`config.mk`:
```
export PLATFORM = sky130hd
export DESIGN_NAME = hds_ram
export DESIGN_NICKNAME = d
export VERILOG_FILES = /design/src/design/hashed_dedup_append_store_macros.svh /design/src/design/hds_ram.sv
export SDC_FILE = /design/constraint.sdc
export NUM_CORES = 1
export LEC_CHECK = 0
export ABC_AREA = 1
export BUFFER_PORTS_ARGS = -buffer_cell sky130_fd_sc_hd__buf_2
export CAP_MARGIN = 10
export CORE_ASPECT_RATIO = 1.4
export CORE_MARGIN = 1
export CORE_UTILIZATION = 45
export CTS_BUF_LIST = sky130_fd_sc_hd__clkbuf_4 sky130_fd_sc_hd__clkbuf_8
export CTS_CLUSTER_SIZE = 8
export DETAILED_ROUTE_END_ITERATION = 10
export GPL_ROUTABILITY_DRIVEN = 1
export MAX_ROUTING_LAYER = met4
export SLEW_MARGIN = 10
export SYNTH_ARGS = -nofsm -noshare
export SYNTH_HDL_FRONTEND = slang
export SYNTH_SLANG_ARGS = --single-unit
export TNS_END_PERCENT = 50
```
`constraint.sdc`:
```
create_clock -name i_clk -period 1 [get_ports i_clk]
set_clock_uncertainty 0.1 [all_clocks]
set_input_delay 0 -clock i_clk [delete_from_list [all_inputs] [get_ports i_clk]]
set_output_delay 0 -clock i_clk [all_outputs]
set_load 0.02 [all_outputs]
```
`src/design/hashed_dedup_append_store_macros.svh`:
```
// ----------------------------------------------------------------------------
// Assertion macros for the dedup append store
// Concurrent checks on i_clk, disabled while i_rst_n is low.
// ----------------------------------------------------------------------------
`ifndef HASHED_DEDUP_APPEND_STORE_MACROS_SVH
`define HASHED_DEDUP_APPEND_STORE_MACROS_SVH
`ifndef SYNTHESIS
// Property holds on every cycle out of reset
`define HDS_ASSERT(lbl, cond, msg) \
    lbl: assert property (@(posedge i_clk) disable iff (!i_rst_n) (cond)) else $error(msg);
// Antecedent implies consequent on the next cycle
`define HDS_ASSERT_NEXT(lbl, ante, cons, msg) \
    lbl: assert property (@(posedge i_clk) disable iff (!i_rst_n) (ante) |=> (cons)) \
        else $error(msg);
`else
`define HDS_ASSERT(lbl, cond, msg)
`define HDS_ASSERT_NEXT(lbl, ante, cons, msg)
`endif
`endif

```
`src/design/hds_ram.sv`:
```
// ----------------------------------------------------------------------------
// hds_ram
// Generic single-write, single-read RAM with registered read data.
// ----------------------------------------------------------------------------
`timescale 1ns / 1ps
module hds_ram #(
    parameter int WIDTH = 8,
    parameter int DEPTH = 16
) (
    input  logic                     i_clk,
    input  logic                     i_wr_en,
    input  logic [$clog2(DEPTH)-1:0] i_wr_addr,
    input  logic [WIDTH-1:0]         i_wr_data,
    input  logic                     i_rd_en,
    input  logic [$clog2(DEPTH)-1:0] i_rd_addr,
    output logic [WIDTH-1:0]         o_rd_data
);
    logic [WIDTH-1:0] r_mem [DEPTH];

    // write port and registered read port
    always_ff @(posedge i_clk) begin
        if (i_wr_en) begin
            r_mem[i_wr_addr] <= i_wr_data;
        end
        if (i_rd_en) begin
            o_rd_data <= r_mem[i_rd_addr];
        end
    end
endmodule

```
# [Word-level counts from Yosys, hierarchy flattened]
# Memories as Yosys holds them, arrays and structs flattened. A register that Yosys moved wholly into a read port is not among the register bits.
# Index checks and enable logic that the tools add are counted.
[totals] latch_bits=0 n_memories=1 input_bits=19 ramBits=128 romBits=0 elab_cells=3 output_inout_bits=8 reg_bits=0
[classes] magnitude_cmp=0 n_addsub=0 mux=2 n_div=0 n_reduce_logical=0 eq_ne=0 multipliers=0 bitwise_logic=0 n_shift=0
[memory_table] name="r_mem" depth=16 width=8 rd=1 rd_clocked_by_memory_dff=1 wr=1 line="hds_ram.sv:18" rtl="logic [WIDTH-1:0] r_mem [DEPTH];"
[ops] operator="$mux 1" count=2

# [Depth between registers and ports, before layout]
# Gate-level depths: netlist (run 1).
[logic_depth] depth_word=2 depth_mapped=8 depth_no_buf=7

# [Worst setup path before layout (run 1)]
# OpenSTA, ideal clock, no wires.
[synth_timing] path_kind="in2reg" startpoint="input i_wr_addr[3]" endpoint="memory r_mem[4][0] (enable)" t_required_ns=0.530 path_stages=2 path_slack_ns=-0.051 arrival_time_ns=0.581 path_cell_list="nand3b_1 nor2_1"
[synth_lines] element="start: declaration" line="hds_ram.sv:12" rtl="input logic [$clog2(DEPTH)-1:0] i_wr_addr,"
[synth_lines] element="end: declaration" line="hds_ram.sv:18"
# Straight into the memory's write port.

==> results.py, run 1 <==
metrics = {
    "cells_and_area": {
        "drive_gt1_frac": 0.236,
        "antenna_cells": 0,
        "area_growth_pct": 20.2,
        "nets": 633,
        "post-route-cell-area_um2": 7030,
        "final_cells": 777,
    },
    "min_path": {
        "min-delay-start": "i_rd_addr[1]",
        "hold_path_end": "o_rd_data[6]$_DFFE_PP_",
        "hold_path_class": "in -> reg",
        "hold-path-cell-count": 5,
    },
    "clock_network": {
        "cts.clk_slew.worst_paths_ns": 0.07,
        "clock-sinks": 136,
        "clockRootBuffer": "clkbuf_8",
        "h-tree-depth": 4,
        "clock_latency_ns": 0.43,
        "max-clock-path-buffers": 2,
        "post_cts_buffers": 0,
        "numCtsBuffers": 17,
        "cts_tree": "built",
    },
    "critical_path": {
        "path_max_fanout": 1,
        "cpMostUsedCell": "nand2_1",
        "reg2reg_from": "r_mem[3][4]$_DFFE_PP_",
        "r2r_cells": 6,
        "path_delay_family": "simple AND/OR/NAND/NOR gates",
        "path_class": "reg -> reg",
        "r2r_end": "o_rd_data[4]$_DFFE_PP_",
        "critPathMaxStageDelay_ns": 0.37,
        "end_kind": "register",
        "cp_data_required_time_ns": 1.09,
        "slowest_stage": "edfxtp_1",
        "critPathArrivalTime_ns": 1.26,
        "setup.worst_path.start_class": "register",
        "critPathLaunch": "r_mem[3][4]$_DFFE_PP_",
        "ff2ff_setup_slack_ns": -0.17,
        "worstPathCellList": "nand2_1, nand2_1, nand2_1, nand3_1, nand3_2, nand2_1",
        "critPathBufInv": 0,
    },
    "logic_synthesis": {
        "syn_area_per_cell_um2": 10.6,
        "synth_area_leader_cell": "edfxtp_1",
        "synth_most_common_cell": "nand2_1",
        "synth_ff_type": "edfxtp_1",
        "synthTopCellsByCount": "nand2_1 (173), edfxtp_1 (136), inv_1 (100), nand3_1 (97), nor2_1 (17)",
        "syn-instance-count": 551,
        "synth_edf_count": 136,
        "async_reset_ff_frac": 0,
        "yosys_warnings": 0,
        "syn-num-nets": 570,
        "synth.top_cell.area_share": 0.698,
        "synthTopCellsByArea": "edfxtp_1 (70%), nand2_1 (11%), nand3_1 (8.3%)",
        "synth.yosys.seq_area_share": 0.698,
        "syn-cell-area_um2": 5850,
        "ys_types": 11,
        "ys_ff_latch": 136,
    },
    "global_route": {
        "grt_max_degree": 46,
        "antenna_found_initial": 0,
        "grt_usage": 0.226,
        "gr-total-overflow": 0,
        "grt_pass1_wl_um": 21000,
        "grt_pass1_vias": 3861,
    },
    "run_status": {
        "violations": "negative setup slack",
        "status": "complete, but fails checks",
    },
    "sta": {
        "setup_viol": 16,
        "fin_ws_ns": -0.174,
        "rsz0062_at_grt": "true",
        "period_share": 1.17,
        "fmax_mhz": 852,
        "slew_violations": 0,
        "post-route-min-period_ns": 1.17,
        "slew_headroom": 0.735,
        "tightest_slew_ns": 0.398,
        "tns_ns": -1.87,
        "finalHoldViolCount": 0,
    },
    "die": {
        "io_pins": 27,
        "initial_core_util": 0.468,
        "chipWidth_um": 98.3,
        "chipHeight_um": 137,
        "coreArea_um2": 12500,
        "die_area_um2": 13500,
        "rows": 48,
    },
    "detailed_routing": {
        "drt-total-wl_um": 13400,
        "routed_via_density": 5.00,
        "remaining_drc_errors": 0,
        "ant_nets": 0,
        "wl_per_cell_um": 17.2,
        "first_pass_iters": 6,
        "drt_iter0_drc": 237,
        "vias": 3883,
    },
    "pwr": {
        "irDropWorstVdd_v": 0.00106,
        "p_leak_nw": 3.05,
        "p_per_area_nw_per_um2": 1610,
        "finalPower_mw": 11.3,
    },
    "place": {
        "placed_area_um2": 6290,
        "gp_congestion": 0.868,
        "placed_cells": 734,
        "port_buffers": 26,
        "dp_hpwl_um": 8530,
    },
    "run": {
        "max-cap-violations": 0,
    },
}
worst min-delay path, delay by kind of cell:
family / cells / cell delay, ns
buffers and inverters: 1 / 0.17
and+or+nand+nor: 4 / 0.30
state kept, by name, indices dropped and copies added, names as in the netlist:
register   flops
o_rd_data      8
r_mem        128
final cells by class:
cell class / count / area (um2)
fillers: 1051 / 5470
multi-input cells: 289 / 1490
flip-flops and latches: 136 / 4080
repair buffers: 68 / 536
clock inverters: 12 / 85.1
inverters: 102 / 383
well taps: 150 / 188
clock buffers: 20 / 256
kinds of logic (layout without fill, tap and decap cells):
logic type / count (synthesis) / count (layout) / synth area share
simple gates: 289 / 289 / 0.208
flops: 136 / 136 / 0.698
buf+inv: 126 / 202 / 0.0939
power by group:
part	leakage, nW	switching (mW)	internal, mW
Clock	0.178	1.90	1.98
Sequential	1.24	0.0368	6.42
Combinational	1.63	0.650	0.331
Total	3.05	2.59	8.73
stage by stage:
| stage | hold WS [ns] | setup slack, ns | util |
|---|---|---|---|
| after floorplan | -0.00113 | -0.0508 | - |
| after global placement | 0.273 | -0.355 | 0.504 |
| after detailed placement | 0.272 | -0.336 | 0.504 |
| after CTS | 0.0475 | -0.159 | 0.553 |
| after global routing | 0.0865 | -0.235 | 0.562 |
| final | 0.0456 | -0.174 | 0.562 |
what timing repair did:
item / 4_1_cts / 5_1_grt
hold endpoints to repair: 143 / 0
endpoints found under the setup margin: 16 / 16
pin swaps: 17 / 18
hold buffers: 11 / 0
gates resized for setup: 32 / 30
layout by cell type (no fill, tap or decap):
cell           instances
buf_12                 5
buf_2                 26
buf_4                 26
bufinv_16              1
clkbuf_4               3
clkbuf_8              17
clkinv_1               5
clkinv_2               4
clkinv_4               1
clkinvlp_4             1
dlygate4sd3_1         11
edfxtp_1             136
inv_1                 97
inv_2                  5
nand2_1              167
nand2_2                6
nand3_1               44
nand3_2               53
nand3b_1               2
nor2_1                17
worst max-delay path by stage:
stage / end / slack (ns) / cells past startpoint
2_1_floorplan: r_mem[4][0]$_DFFE_PP_ / -0.05 / 2
3_3_place_gp: o_rd_data[1]$_DFFE_PP_ / -0.35 / 8
3_5_place_dp: o_rd_data[1]$_DFFE_PP_ / -0.34 / 8
4_1_cts: o_rd_data[2]$_DFFE_PP_ / -0.16 / 6
5_1_grt: o_rd_data[4]$_DFFE_PP_ / -0.24 / 6
6_report: o_rd_data[4]$_DFFE_PP_ / -0.17 / 6
metal layers:
metal  share of wire  GRT usage  up-vias  wire, um
li1                -          -     1907         -
met4           0.029      0.106        0       381
met5               0          -        -         0
met3           0.045     0.0439       22       607
met2            0.52      0.382      108      7010
met1            0.40      0.260     1846      5360
No activity file was read; power rests on OpenSTA's default activity.
==> inputs of run 2 (changes only) <==
--- a/config.mk
+++ b/config.mk
@@ -7,5 +7,5 @@
 export LEC_CHECK = 0
 export ABC_AREA = 1
-export BUFFER_PORTS_ARGS = -buffer_cell sky130_fd_sc_hd__buf_2
+export BUFFER_PORTS_ARGS = -buffer_cell sky130_fd_sc_hd__buf_4
 export CAP_MARGIN = 10
 export CORE_ASPECT_RATIO = 1.4
--- a/constraint.sdc
+++ b/constraint.sdc
@@ -3,3 +3,3 @@
 set_input_delay 0 -clock i_clk [delete_from_list [all_inputs] [get_ports i_clk]]
 set_output_delay 0 -clock i_clk [all_outputs]
-set_load 0.02 [all_outputs]
+set_load 0.01 [all_outputs]
==> run 2 against run 1 <==
Effect of this change: the run ends with design-rule violations, negative setup slack left; global-route usage fell by 0.096 points; sequential share of layout area shrank 1.3 points; critical endpoint is now o_rd_data[2]$_DFFE_PP_; setup slack got worse by 0.022 ns; core utilization increased by 1.2 points.
==> results.py, run 2 (same netlist as run 1, synthesis figures left out) <==
metrics = {
    "run_status": {
        "status": "complete, but fails checks",
        "violations": "design-rule violations, negative setup slack",
    },
    "sta": {
        "tightest_slew_ns": 0.358,
        "finalHoldViolCount": 0,
        "period_share": 1.20,
        "rsz0062_at_grt": "true",
        "fin_ws_ns": -0.197,
        "fmax_mhz": 836,
        "setup_viol": 16,
        "slew_headroom": 0.761,
        "holdWs_ns": 0.0831,
        "post-route-min-period_ns": 1.20,
        "slew_violations": 0,
    },
    "min_path": {
        "hold_path_class": "in -> reg",
        "min-delay-start": "i_wr_en",
        "hold_path_end": "r_mem[3][3]$_DFFE_PP_",
        "hold-path-cell-count": 4,
    },
    "die": {
        "io_pins": 27,
        "chipHeight_um": 137,
        "chipWidth_um": 98.3,
        "coreArea_um2": 12500,
        "rows": 48,
        "initial_core_util": 0.468,
        "die_area_um2": 13500,
    },
    "clock_network": {
        "clock_latency_ns": 0.42,
        "max-clock-path-buffers": 2,
        "clockRootBuffer": "clkbuf_8",
        "numCtsBuffers": 17,
        "h-tree-depth": 4,
        "cts_tree": "built",
        "clock-sinks": 136,
        "cts.clk_slew.worst_paths_ns": 0.08,
    },
    "global_route": {
        "grt_pass1_wl_um": 20800,
        "grt_usage": 0.225,
        "antenna_found_initial": 0,
        "gr-total-overflow": 0,
        "grt_max_degree": 29,
        "grt_pass1_vias": 3954,
    },
    "place": {
        "gp_congestion": 0.930,
        "pre_cts_ws_ns": -0.378,
        "port_buffers": 26,
        "placed_cells": 741,
        "placed_area_um2": 6440,
        "dp_hpwl_um": 9110,
    },
    "detailed_routing": {
        "first_pass_iters": 10,
        "routed_via_density": 5.10,
        "drt-total-wl_um": 13900,
        "wl_per_cell_um": 17.7,
        "vias": 3991,
        "drt_iter0_drc": 283,
        "ant_nets": 0,
        "remaining_drc_errors": 1,
    },
    "cells_and_area": {
        "antenna_cells": 0,
        "area_growth_pct": 22.8,
        "drive_gt1_frac": 0.231,
        "post-route-cell-area_um2": 7180,
        "final_cells": 783,
        "largest_register": "r_mem",
        "mostFrequentLayoutCells": "nand2_1 (169), edfxtp_1 (136), inv_1 (96)",
        "final_common_cell": "nand2_1",
        "nets": 639,
        "num-fill-cells": 1017,
        "largest_register_ffs": 128,
        "largestRegisters": "r_mem (128), o_rd_data (8)",
    },
    "critical_path": {
        "end_kind": "register",
        "r2r_cells": 6,
        "cp_data_required_time_ns": 1.08,
        "critPathArrivalTime_ns": 1.28,
        "path_class": "reg -> reg",
        "r2r_end": "o_rd_data[2]$_DFFE_PP_",
        "reg2reg_from": "r_mem[0][2]$_DFFE_PP_",
        "setup.worst_path.start_class": "register",
        "path_max_fanout": 1,
        "ff2ff_setup_slack_ns": -0.20,
    },
    "pwr": {
        "irDropWorstVdd_v": 0.00102,
        "p_switching_mw": 2.81,
        "p_seq_frac": 0.542,
        "combinationalPowerShare": 0.087,
        "p_leak_nw": 3.10,
        "intPower_mw": 9.11,
        "p_sw_frac": 0.236,
        "pwr-share-clk": 0.372,
        "p_per_area_nw_per_um2": 1660,
    },
    "run": {
        "max-cap-violations": 0,
    },
}
run 2: critical path, cell delays in order, from the launching register on:
cell,delay [ns]
edfxtp_1,0.36
inv_1,0.06
nand2_1,0.06
nand3_2,0.09
nand3_2,0.13
nand3_2,0.10
nand2_1,0.05
run 2: worst max-delay path by stage:
| stage | cells past startpoint | to | slack [ns] | start |
|---|---|---|---|---|
| finish | 6 | o_rd_data[2]$_DFFE_PP_ | -0.20 | r_mem[0][2]$_DFFE_PP_ |
| global route | 6 | o_rd_data[4]$_DFFE_PP_ | -0.26 | r_mem[12][4]$_DFFE_PP_ |
| CTS | 6 | o_rd_data[4]$_DFFE_PP_ | -0.18 | r_mem[7][4]$_DFFE_PP_ |
| detailed placement | 8 | o_rd_data[5]$_DFFE_PP_ | -0.38 | i_rd_addr[0] |
| global placement | 8 | o_rd_data[4]$_DFFE_PP_ | -0.34 | i_rd_addr[0] |
| floorplan | 2 | r_mem[4][0]$_DFFE_PP_ | -0.05 | i_wr_addr[3] |
run 2: power by group through the flow:
stage	Clock [mW]	Sequential, mW	Combinational [mW]
2_1_floorplan	0	6.58	0.450
3_3_place_gp	0	6.58	0.900
3_5_place_dp	0	6.58	0.914
4_1_cts	4.50	6.46	1.00
5_1_grt	4.70	6.46	1.13
6_report	4.43	6.46	1.03
run 2: stage by stage:
stage	setup TNS, ns	power [mW]	utilization
after CTS	-2.18	12.0	0.566
after detailed placement	-13.29	7.49	0.515
after floorplan	-4.11	7.03	-
after global placement	-12.37	7.48	0.515
final	-1.99	11.9	0.575
after global routing	-2.70	12.3	0.575
run 2: repair_timing:
action	in CTS	in global routing
hold buffers	10	0
endpoints found under the hold margin	144	0
pin swaps	17	16
buffers inserted	0	0
setup endpoints to repair	16	16
resized for setup	32	25
run 2: cell type report:
type	instances	area [um2]	share of cell area
flip-flops and latches	136	4080	0.569
multi-input cells	289	1430	0.199
repair buffers	74	698	0.0972
inverters	102	383	0.0533
clock buffers	19	249	0.0347
well taps	150	188	0.0261
clock inverters	13	148	0.0206
run 2: per-layer routing:
metal / vias up / track usage / share of wire
met2: 121 / 0.403 / 0.55
met3: 30 / 0.0393 / 0.036
li1: 1917 / - / -
met4: 0 / 0.129 / 0.037
met1: 1923 / 0.232 / 0.38
met5: - / - / 0
